==> src/sv/sktim_pkg.sv <==
// package for the sorted key table: depths, widths, status and operation codes
// no dependencies
package sktim_pkg;
  localparam int TABLE_DEPTH = 256;
  localparam int KEY_BITS = 64;
  localparam int IDX_W = $clog2(TABLE_DEPTH);
  localparam int CNT_W = $clog2(TABLE_DEPTH + 1);
  localparam int SRCH_W = CNT_W + 1;

  localparam logic [1:0] OP_ADD = 2'd0;
  localparam logic [1:0] OP_CONSOLIDATE = 2'd1;
  localparam logic [1:0] OP_UPDATE = 2'd2;
  localparam logic [1:0] OP_READ = 2'd3;

  localparam logic [2:0] ST_INSERTED = 3'd0;
  localparam logic [2:0] ST_MERGED = 3'd1;
  localparam logic [2:0] ST_OVERWRITTEN = 3'd2;
  localparam logic [2:0] ST_FOUND = 3'd3;
  localparam logic [2:0] ST_READ_OK = 3'd4;
  localparam logic [2:0] ST_READ_BAD = 3'd5;
  localparam logic [2:0] ST_FULL = 3'd6;

  typedef struct packed {
    logic load;       // capture input transaction, start search
    logic probe;      // issue memory read at mid
    logic step;       // compare read data, narrow bounds
    logic shift;      // move one entry up during insert
    logic place;      // write new entry at insert point
    logic modify;     // write merged or overwritten value
    logic fin;        // form result
  } sktim_cmd_t;

  typedef struct packed {
    logic is_read;
    logic search_done;
    logic hit;
    logic full;
    logic shift_done;
  } sktim_sts_t;
endpackage

==> src/sv/sktim_ctrl.sv <==
// controller: sequences search, shift, write and result handoff
// depends on sktim_pkg
module sktim_ctrl (
  input  logic                  clk,
  input  logic                  rst,
  input  logic                  in_valid,
  output logic                  in_stall,
  output logic                  out_valid,
  input  logic                  out_stall,
  input  sktim_pkg::sktim_sts_t sts,
  output sktim_pkg::sktim_cmd_t cmd
);
  import sktim_pkg::*;

  localparam logic [2:0] S_IDLE = 3'd0;
  localparam logic [2:0] S_PROBE = 3'd1;
  localparam logic [2:0] S_CMP = 3'd2;
  localparam logic [2:0] S_SHIFT = 3'd3;
  localparam logic [2:0] S_WRITE = 3'd4;
  localparam logic [2:0] S_FIN = 3'd5;
  localparam logic [2:0] S_RDWAIT = 3'd6;

  logic [2:0] state, state_next;
  logic out_hold;

  // output register holds one result; new work waits until it is taken
  assign out_hold = out_valid && out_stall;
  assign in_stall = rst || (state != S_IDLE) || out_hold;

  always_comb begin
    cmd = '0;
    state_next = state;
    case (state)
      S_IDLE: begin
        if (in_valid && !in_stall) begin
          cmd.load = 1'b1;
          state_next = S_PROBE;
        end
      end
      S_PROBE: begin
        if (sts.is_read) state_next = S_RDWAIT;
        else if (sts.search_done) begin
          if (sts.hit) begin
            // fetch the matched value for the write
            cmd.probe = 1'b1;
            state_next = S_WRITE;
          end
          else if (sts.full) state_next = S_FIN;
          else state_next = S_SHIFT;
        end else begin
          cmd.probe = 1'b1;
          state_next = S_CMP;
        end
      end
      S_CMP: begin
        cmd.step = 1'b1;
        state_next = S_PROBE;
      end
      S_SHIFT: begin
        if (sts.shift_done) begin
          cmd.place = 1'b1;
          state_next = S_FIN;
        end else begin
          cmd.shift = 1'b1;
        end
      end
      S_WRITE: begin
        cmd.modify = 1'b1;
        state_next = S_FIN;
      end
      S_RDWAIT: state_next = S_FIN;
      S_FIN: begin
        if (!out_hold) begin
          cmd.fin = 1'b1;
          state_next = S_IDLE;
        end
      end
      default: state_next = S_IDLE;
    endcase
  end

  always_ff @(posedge clk) begin
    if (rst) begin
      state <= S_IDLE;
      out_valid <= 1'b0;
    end else begin
      state <= state_next;
      if (cmd.fin) out_valid <= 1'b1;
      else if (!out_stall) out_valid <= 1'b0;
    end
  end
endmodule

==> config.mk <==
export PLATFORM = sky130hd
export DESIGN_NAME = sktim_ctrl
export DESIGN_NICKNAME = d
export VERILOG_FILES = /design/src/sv/sktim_pkg.sv /design/src/sv/sktim_ctrl.sv
export SDC_FILE = /design/constraint.sdc
export NUM_CORES = 1
export LEC_CHECK = 0
export ABC_AREA = 1
export ABC_CLOCK_PERIOD_IN_PS = 2200
export BUFFER_PORTS_ARGS = -buffer_cell sky130_fd_sc_hd__buf_2
export CELL_PAD_IN_SITES_DETAIL_PLACEMENT = 0
export CELL_PAD_IN_SITES_GLOBAL_PLACEMENT = 1
export CORE_AREA = 2 2 39 41
export CTS_BUF_LIST = sky130_fd_sc_hd__clkbuf_8
export CTS_CLUSTER_DIAMETER = 60
export DETAILED_ROUTE_END_ITERATION = 7
export DIE_AREA = 0 0 41 43
export PLACE_DENSITY = 0.74
export SLEW_MARGIN = 15
export SYNTH_ARGS = -nofsm -noshare
export SYNTH_HDL_FRONTEND = slang
export SYNTH_SLANG_ARGS = --single-unit
==> constraint.sdc <==
create_clock -name clk -period 2.2 [get_ports clk]
set_input_delay 0.22 -clock clk [delete_from_list [all_inputs] [get_ports clk]]
set_output_delay 0.22 -clock clk [all_outputs]
set_load 0.1 [all_outputs]
==> flow_summary_export.csv, run 1 <==
group,metric,value,unit
worst_setup_path,crit_cells,6,
die,row_count,14,
placed_design,place_congestion,0.741,
sta,grt_setup_unrepaired,"no",
clocking,clkLatencyLatePin,220,ps
job,drv_cap,0,
power_and_ir_drop,powerDensity,884,nW/um^2
route,via_per_inst,4.17,
sta,finalClockSkew,4.21,ps
clocking,postCtsResizedCells,0,
grt,grt_max_degree,8,
sta,hold_violations,0,
worst_setup_path,critPathSlowestCell,"buf_2",
cells_and_area,finalNetCount,81,
worst_setup_path,path_class,"flop to primary output",
worst_setup_path,start_kind,"flop",
sta,slew_headroom,67.8,%
outcome,status,"finished clean",
placed_design,port_buffers,17,
logic_synthesis,synth_nets,59,
placed_design,post-dp-hpwl,635,um
sta,fin_crit_sh,83.0,%
worst_setup_path,worst-path-buf-inv,2,
logic_synthesis,synthDistinctLibCells,17,
grt,grt_pass1_vias,289,
clocking,post_cts_buffers,0,
route,drt_pre_antenna_iters,4,
placed_design,placed_cells,83,
cells_and_area,nFillCells,151,
worst_setup_path,rr_startpoint,"state[0]$_SDFFE_PP0P_",
sta,hold_ws,200,ps
worst_setup_path,rr_worst_depth,8,
sta,worst_pin_slew,486,ps
route,drt_wl_total,766,um
clocking,clk_pin_slew,30,ps
logic_synthesis,yosysWarnings,0,
cells_and_area,fin_cells,86,
sta,setup_viol,0,
worst_setup_path,endpoint_kind,"primary output",
worst_setup_path,crit_chain,"inv_2 -> nand2_1 -> nor2_1 -> nand3_4 -> nor2_4 -> buf_2",
die,die_w,41,um
hold_path,min_path_type,"primary input to flop",
worst_setup_path,crit_fanout,7,
worst_setup_path,r2r-end,"state[0]$_SDFFE_PP0P_",
grt,track_usage,9.25,%
die,core-area,1380,sq um
logic_synthesis,avgSynthCellArea,6.03,sq um
cells_and_area,n_antenna_cell,0,
grt,grt_antenna_before_repair,0,
cells_and_area,mostFrequentLayoutCell,"buf_2",
clocking,hold_buffers,0,
route,route.vias.total,359,
clocking,cts_sinks,4,
worst_setup_path,cp.required,1980,ps
clocking,htree_num_levels,1,
logic_synthesis,netlist_area,302,sq um
clocking,root_buffer,"clkbuf_8",
die,start_util,21.8,%
route,drc,0,
die,pin_count,18,
worst_setup_path,startpoint,"state[0]$_SDFFE_PP0P_",
clocking,cts_tree,"yes",
die,die_area,1760,sq um
route,final_antenna_net_count,0,
grt,grt_overflow,0,
clocking,cts_buffers,3,
route,wl_per_cell,8.91,um
power_and_ir_drop,p_leak,0.248,nW
sta,fmax,548,MHz
worst_setup_path,max_stage_delay,420,ps
grt,grt_pass1_wl,1080,um
worst_setup_path,worst_path_dominant_cell_family,"buffers and inverters",
worst_setup_path,critPathArrivalTime,1610,ps
logic_synthesis,synthCells,50,
logic_synthesis,synth_seq_area_share,26.6,%
logic_synthesis,yosys_register_bits,4,
power_and_ir_drop,irDropWorstVdd,0.326,mV
clocking,clock_path_buffers,2,
cells_and_area,drive_gt1_share,45.7,%
worst_setup_path,endpoint,"cmd[6]",
sta,maxSlewViolCount,0,
route,drt-initial-drc-count,7,
cells_and_area,final_cell_mix,"buf_2 (17), nand2_1 (9), inv_1 (7)",
cells_and_area,syn2layout_area_growth,61.8,%
die,fp.dieH,43,um
sta,period_needed,1830,ps
worst_setup_path,r2r_setup_slack,960,ps
[report_power, final]
group	internal, W	leakage, nW	switching, W	total, W
clock	0.000117	0.0216	0.0000377	0.000154
sequential	0.0000808	0.0326	0.0000163	0.0000972
combinational	0.0000389	0.194	0.000141	0.000180
[area by class of cell]
cell class	count	area (sq um)	share of cell area, %
Tap cell	16	20.0	4.10
Timing Repair Buffer	17	85.1	17.4
Inverter	9	33.8	6.92
Clock buffer	3	41.3	8.46
Multi-Input combinational cell	37	228	46.7
Sequential cell	4	80.1	16.4
[logic make-up (layout without fill, tap and decap cells)]
family / count (synthesis) / in the layout / synth area share, %
AND/OR/NAND/NOR: 28 / 28 / 46.1
AO/OA/AOI/OAI: 9 / 9 / 16.2
buffers and inverters: 9 / 29 / 11.2
flip-flops: 4 / 4 / 26.6
[worst reg2reg max path: stages, from the launching register on]
cell and delay (ps):
dfxtp_1 380, inv_2 100, nand2_1 70, nor2_1 200, o21ai_1 150, nand3_1 110, nand2_1 50, nand2_1 50
inv_1 30
[cell usage after synthesis]
master	n	share of area, %
nor3_4	1	5.4
nand2_2	1	2.1
nor2_1	7	8.7
o21ai_0	2	3.3
dfxtp_1	4	27
nor3_1	1	1.7
nand3_1	5	8.3
nor4_1	1	2.1
nand2_1	9	11
a21oi_2	1	2.9
o21ai_1	1	1.7
nor3b_1	1	2.5
nor2_2	1	2.1
inv_1	7	8.7
inv_2	2	2.5
nand4_1	1	2.1
a21oi_1	5	8.3
[registers in the layout, summed over array words and instances (netlist names)]
name / cells
state: 3
out_valid: 1
[through the flow]
stage	utilization [%]	total power (W)	cell area (sq um)	setup WS, ps	TNS [ps]
2_1_floorplan	-	0.000248	342	-335	-335
3_3_place_gp	32.3	0.000279	447	605	0
3_5_place_dp	32.3	0.000279	447	595	0
4_1_cts	35.3	0.000437	488	359	0
5_1_grt	35.3	0.000450	488	258	0
6_report	35.3	0.000431	488	374	0
[worst min path at each step]
stage / startpoint / to / slack, ps / depth (start not counted)
floorplan: rst / out_valid$_SDFFE_PP0P_ / 290 / 1
global placement: rst / state[1]$_SDFFE_PP0P_ / 420 / 2
detailed placement: rst / state[1]$_SDFFE_PP0P_ / 430 / 2
CTS: rst / out_valid$_SDFFE_PP0P_ / 200 / 2
global route: rst / out_valid$_SDFFE_PP0P_ / 210 / 2
finish: rst / out_valid$_SDFFE_PP0P_ / 200 / 2
[layer usage]
layer	share of wire (%)	vias to the layer above	wire length, um	GRT usage (%)
li1	-	205	-	-
met1	48	136	367	12.3
met2	40	16	308	13.1
met3	9.5	2	73	1.57
met4	2.2	0	17	6.00
met5	0	-	0	0
No activity file was read; power rests on OpenSTA's default activity.
==> inputs of run 2 (changes only) <==
- ABC_AREA: 1 -> 0
- ABC_CLOCK_PERIOD_IN_PS: 2200 -> 1600
- PLACE_DENSITY: 0.74 -> 0.75
- clock period: 2.2 -> 1.6 ns (I/O delays scaled with it)
==> run 2 against run 1 <==
  * Die area is the same
  * Critical path depth shrank 3
  * Register-to-register slack lost 730 ps
  * Via count grew 0.84%
  * Clock power grew 39%
  * Synthesized area grew 8.7%
  * Cell area grew 43%
  * Critical path type unchanged
  * Largest cell class unchanged
  * Highest routed layer unchanged
==> flow_summary_export.csv, run 2 <==
group,metric,value,unit
worst_setup_path,critPathSlowestCell,"or4b_4",
outcome,status,"finished clean",
clocking,cts_buffers,3,
power_and_ir_drop,p_sw_share,39.7,%
hold_path,min_path_type,"primary input to flop",
worst_setup_path,max_stage_delay,520,ps
power_and_ir_drop,netSwitchingPower,0.000286,W
logic_synthesis,synth_common_cells,"nor2_1 (5), dfxtp_1 (4), a21oi_1 (3), nand2_1 (3)",
clocking,clock_path_buffers,2,
cells_and_area,finalNetCount,72,
power_and_ir_drop,irDropWorstVdd,0.532,mV
sta,hold_violations,0,
sta,setup_viol,0,
worst_setup_path,endpoint,"cmd[5]",
cells_and_area,syn2layout_area_growth,113,%
worst_setup_path,r2r-end,"state[0]$_SDFFE_PP0P_",
power_and_ir_drop,p_leak,0.303,nW
grt,grt_pass1_vias,338,
logic_synthesis,synth_edf_count,0,
logic_synthesis,synthDistinctLibCells,21,
sta,slew_headroom,68.1,%
route,drt_wl_total,847,um
logic_synthesis,async_reset_ff_share,0,%
worst_setup_path,cp.required,1440,ps
route,drt_pre_antenna_iters,4,
worst_setup_path,crit_chain,"or4b_4 -> a21oi_4 -> buf_12",
worst_setup_path,endpoint_kind,"primary output",
route,via_per_inst,4.64,
cells_and_area,mostFrequentLayoutCell,"buf_2",
logic_synthesis,yosysWarnings,0,
logic_synthesis,synth_nets,47,
die,core-area,1380,sq um
power_and_ir_drop,powerDensity,1030,nW/um^2
cells_and_area,nFillCells,129,
clocking,htree_num_levels,1,
logic_synthesis,synth_seq_area_share,24.4,%
power_and_ir_drop,seq_power_share,17.7,%
job,drv_cap,0,
die,die_w,41,um
route,wl_per_cell,10.9,um
die,die_area,1760,sq um
route,drt-initial-drc-count,6,
sta,fin_crit_sh,97.2,%
placed_design,place_ws,165,ps
sta,fin_ws,44.8,ps
worst_setup_path,critPathArrivalTime,1400,ps
worst_setup_path,start_kind,"flop",
die,row_count,14,
sta,fmax,643,MHz
cells_and_area,n_antenna_cell,0,
logic_synthesis,synthFlopType,"dfxtp_1",
route,final_antenna_net_count,0,
sta,period_needed,1560,ps
worst_setup_path,worst-path-buf-inv,1,
worst_setup_path,r2r_setup_slack,230,ps
die,fp.dieH,43,um
logic_synthesis,avgSynthCellArea,8.63,sq um
placed_design,post-dp-hpwl,666,um
clocking,hold_buffers,0,
route,drc,0,
power_and_ir_drop,p_int,0.000434,W
sta,worst_pin_slew,482,ps
clocking,root_buffer,"clkbuf_8",
power_and_ir_drop,combPwrFrac,52.5,%
logic_synthesis,netlist.area_leader.share,24.4,%
worst_setup_path,rr_worst_depth,6,
cells_and_area,post-route-util,50.5,%
grt,grt_pass1_wl,1390,um
cells_and_area,largest_reg_flops,3,
logic_synthesis,yosys_register_bits,4,
die,pin_count,18,
placed_design,port_buffers,17,
worst_setup_path,crit_cells,3,
cells_and_area,final_cell_mix,"buf_2 (9), buf_12 (8), buf_4 (4)",
power_and_ir_drop,clockPowerShare,29.7,%
sta,maxSlewViolCount,0,
cells_and_area,top_regs,"state (3), out_valid (1)",
clocking,clk_pin_slew,40,ps
grt,grt_antenna_before_repair,0,
logic_synthesis,netlist_area,328,sq um
grt,grt_overflow,0,
worst_setup_path,crit_fanout,4,
cells_and_area,multi_input_area,282,sq um
worst_setup_path,worst_path_dominant_cell_family,"simple AND/OR/NAND/NOR gates",
grt,track_usage,12.0,%
logic_synthesis,synthCells,38,
sta,finalClockSkew,4.67,ps
clocking,cts_sinks,4,
logic_synthesis,synthTopCellsByArea,"dfxtp_1 (24%), nand2b_4 (8.4%), buf_6 (6.9%)",
logic_synthesis,synth_most_common_cell,"nor2_1",
worst_setup_path,startpoint,"state[1]$_SDFFE_PP0P_",
die,start_util,23.7,%
worst_setup_path,path_class,"flop to primary output",
cells_and_area,seq_area,87.6,sq um
cells_and_area,drive_gt1_share,69.4,%
clocking,cts_tree,"yes",
route,route.vias.total,362,
placed_design,place_congestion,0.778,
grt,grt_max_degree,8,
logic_synthesis,synth_top_area_cell,"dfxtp_1",
clocking,clkLatencyLatePin,210,ps
cells_and_area,top_register,"state",
worst_setup_path,rr_startpoint,"state[2]$_SDFFE_PP0P_",
## run 2: area by class of cell
| type | count | share of cell area, % |
|---|---|---|
| clock buffer | 3 | 5.90 |
| clock inverter | 1 | 0.537 |
| inverter | 2 | 1.07 |
| multi-input combinational | 29 | 40.3 |
| sequential | 4 | 12.5 |
| tap | 16 | 2.86 |
| timing repair buffer | 23 | 36.9 |
## run 2: power by group through the flow
| stage | Sequential, W | Combinational [W] | Clock [W] |
|---|---|---|---|
| 6_report | 0.000128 | 0.000379 | 0.000214 |
| 5_1_grt | 0.000129 | 0.000397 | 0.000234 |
| 4_1_cts | 0.000125 | 0.000367 | 0.000220 |
| 3_5_place_dp | 0.000125 | 0.000357 | 0 |
| 3_3_place_gp | 0.000124 | 0.000356 | 0 |
| 2_1_floorplan | 0.000124 | 0.000250 | 0 |
## run 2: logic make-up after synthesis
logic type	share of synthesized area, %
compound gates	24.0
mux	3.05
flops	24.4
buf+inv	10.7
simple gates	37.8
## run 2: worst min-delay path by stage
stage,startpoint,end,slack [ps],depth (start not counted)
2_1_floorplan,rst,out_valid$_SDFFE_PP0P_,220,1
3_3_place_gp,rst,out_valid$_SDFFE_PP0P_,400,2
3_5_place_dp,rst,out_valid$_SDFFE_PP0P_,390,2
4_1_cts,rst,out_valid$_SDFFE_PP0P_,170,2
5_1_grt,rst,out_valid$_SDFFE_PP0P_,180,2
6_report,rst,out_valid$_SDFFE_PP0P_,170,2
## run 2: repair_timing
| item | in CTS | in global routing |
|---|---|---|
| gates cloned | 0 | 0 |
| gates resized for setup | 2 | 4 |
| pin swaps | 3 | 3 |
| buffers inserted | 1 | 2 |
| setup endpoints to repair | 2 | 3 |
## run 2: per-stage QoR
| stage | TNS (ps) | instances | power (W) | hold slack (ps) | area [sq um] |
|---|---|---|---|---|---|
| floorplan | -941 | 38 | 0.000375 | 219 | 397 |
| global placement | 0 | 71 | 0.000480 | 395 | 617 |
| detailed placement | 0 | 71 | 0.000482 | 394 | 617 |
| CTS | 0 | 76 | 0.000712 | 170 | 674 |
| global route | -0.233 | 78 | 0.000761 | 180 | 699 |
| finish | 0 | 78 | 0.000721 | 173 | 699 |
## run 2: layer usage
layer	track usage, %	vias to the layer above	share of wire [%]
li1	-	183	-
met1	14.8	167	41
met2	17.2	10	51
met3	3.14	2	5.0
met4	8.00	0	2.6
met5	0	-	0
==> inputs of run 3 (changes only) <==
- CORE_AREA: 2 2 39 41 -> 4 4 41 43
- DIE_AREA: 0 0 41 43 -> 0 0 45 47
==> run 3 against run 2 <==
  * Cell count fell by 1.3%
  * Sequential share of layout area barely moved
  * Non-clock buffer count did not move
  * Clock power barely moved
  * Register-to-register slack improved by 40 ps
  * Sequential cell count did not move
  * Clock-buffer cell count did not move
  * Die area rose by 20%
  * First-iteration DRC count fell by 67%
  * Critical endpoint unchanged
  * Via count rose by 5.0%
  * Hold slack improved by 11 ps
==> flow_summary_export.csv, run 3 (synthesis results as in run 2) <==
group,metric,value,unit
outcome,status,"finished clean",
route,drt_pre_antenna_iters,4,
sta,fmax,634,MHz
worst_setup_path,r2r-end,"state[0]$_SDFFE_PP0P_",
sta,fin_crit_sh,98.5,%
sta,hold_violations,0,
die,die_w,45,um
route,wl_per_cell,12.9,um
worst_setup_path,start_kind,"flop",
placed_design,place_congestion,0.700,
die,start_util,25.2,%
cells_and_area,syn2layout_area_growth,114,%
clocking,clock_path_buffers,2,
worst_setup_path,worst-path-buf-inv,1,
worst_setup_path,r2r_setup_slack,270,ps
worst_setup_path,critPathArrivalTime,1420,ps
power_and_ir_drop,clockPowerShare,29.8,%
route,drt-initial-drc-count,2,
cells_and_area,finalNetCount,72,
worst_setup_path,path_class,"flop to primary output",
cells_and_area,fin_cells,77,
clocking,clk_pin_slew,30,ps
route,drc,0,
clocking,clkLatencyLatePin,210,ps
sta,setup_tns,0,ps
grt,grt_overflow,0,
grt,track_usage,10.9,%
cells_and_area,top_regs,"state (3), out_valid (1)",
cells_and_area,post-route-util,53.9,%
worst_setup_path,critPathSlowestCell,"or4b_4",
worst_setup_path,startpoint,"state[1]$_SDFFE_PP0P_",
die,fp.dieH,47,um
power_and_ir_drop,irDropWorstVdd,0.657,mV
hold_path,min_path_type,"primary input to flop",
sta,worst_pin_slew,483,ps
worst_setup_path,endpoint,"cmd[5]",
cells_and_area,top_register,"state",
grt,grt_pass1_vias,385,
worst_setup_path,crit_chain,"or4b_4 -> a21oi_4 -> buf_12",
worst_setup_path,max_stage_delay,540,ps
power_and_ir_drop,powerDensity,1030,nW/um^2
placed_design,place_ws,184,ps
power_and_ir_drop,p_leak,0.304,nW
placed_design,placed_cells,71,
sta,period_needed,1580,ps
worst_setup_path,crit_cells,3,
grt,grt_pass1_wl,1660,um
sta,slew_headroom,68.0,%
power_and_ir_drop,p_sw_share,40.3,%
sta,finalClockSkew,1.33,ps
sta,grt_setup_unrepaired,"yes",
worst_setup_path,worst_path_dominant_cell_family,"simple AND/OR/NAND/NOR gates",
power_and_ir_drop,combPwrFrac,53.2,%
die,pin_count,18,
cells_and_area,final_cell_mix,"buf_2 (9), buf_12 (8)",
clocking,cts_tree,"yes",
die,core-area,1300,sq um
sta,fin_ws,23.4,ps
power_and_ir_drop,seq_power_share,17.0,%
die,row_count,13,
power_and_ir_drop,p_int,0.000434,W
sta,hold_ws,184,ps
sta,maxSlewViolCount,0,
worst_setup_path,crit_fanout,2,
cells_and_area,nFillCells,118,
cells_and_area,n_antenna_cell,0,
clocking,htree_num_levels,1,
placed_design,port_buffers,17,
worst_setup_path,rr_worst_depth,5,
die,die_area,2120,sq um
route,route.vias.total,380,
route,drt_wl_total,994,um
power_and_ir_drop,netSwitchingPower,0.000292,W
sta,setup_viol,0,
grt,grt_max_degree,10,
cells_and_area,drive_gt1_share,66.1,%
grt,grt_antenna_before_repair,0,
worst_setup_path,rr_startpoint,"state[1]$_SDFFE_PP0P_",
route,via_per_inst,4.94,
cells_and_area,largest_reg_flops,3,
clocking,cts_buffers,3,
placed_design,post-dp-hpwl,725,um
clocking,cts_sinks,4,
job,drv_cap,0,
worst_setup_path,cp.required,1440,ps
cells_and_area,mostFrequentLayoutCell,"buf_2",
clocking,root_buffer,"clkbuf_8",
worst_setup_path,endpoint_kind,"primary output",
route,final_antenna_net_count,0,
hold_path,min_path_cells,2,
## run 3: power groups by stage
stage | Combinational (W) | Sequential (W) | Clock [W]
floorplan | 0.000250 | 0.000124 | 0
global placement | 0.000366 | 0.000121 | 0
detailed placement | 0.000367 | 0.000121 | 0
CTS | 0.000378 | 0.000121 | 0.000223
global route | 0.000404 | 0.000124 | 0.000234
finish | 0.000386 | 0.000124 | 0.000217
## run 3: per-layer routing
| layer | up-vias | part of all wire, % | global-route usage, % | routed length [um] |
|---|---|---|---|---|
| met3 | 0 | 8.1 | 5.75 | 81 |
| met1 | 180 | 38 | 12.0 | 379 |
| met4 | 0 | 0 | 3.51 | 0 |
| met2 | 15 | 54 | 18.1 | 533 |
| met5 | - | 0 | 0 | 0 |
| li1 | 185 | - | - | - |
## run 3: area by class of cell
cell class / instances / area (sq um) / share of cell area [%]
timing repair buffer: 23 / 262 / 37.3
clock inverter: 1 / 3.75 / 0.535
inverter: 2 / 7.51 / 1.07
multi-input combinational: 29 / 282 / 40.1
sequential: 4 / 87.6 / 12.5
clock buffer: 3 / 41.3 / 5.88
tap: 15 / 18.8 / 2.67
## run 3: worst register-to-register path, cell delays in order, from the launching register on
cell and delay [ps]:
dfxtp_1 320, buf_6 140, buf_4 150, nand2b_4 150
o221a_4 270, a221oi_2 230
## run 3: how the worst min path moves through the flow
stage               start                     end  slack [ps]
floorplan             rst  out_valid$_SDFFE_PP0P_         220
global placement      rst  out_valid$_SDFFE_PP0P_         400
detailed placement    rst  out_valid$_SDFFE_PP0P_         400
CTS                   rst  out_valid$_SDFFE_PP0P_         180
global route          rst  out_valid$_SDFFE_PP0P_         190
finish                rst  out_valid$_SDFFE_PP0P_         180
## run 3: through the flow
stage	power (W)	instance area [sq um]
4_1_cts	0.000722	679
3_5_place_dp	0.000489	623
3_3_place_gp	0.000487	623
5_1_grt	0.000763	702
2_1_floorplan	0.000375	397
6_report	0.000726	702
## run 3: timing repair
action                     in CTS  in global routing
pin swaps                       1                  4
gates resized for setup         1                  5
hold buffers                    0                  0
setup buffers                   1                  1
setup endpoints to repair       2                  5
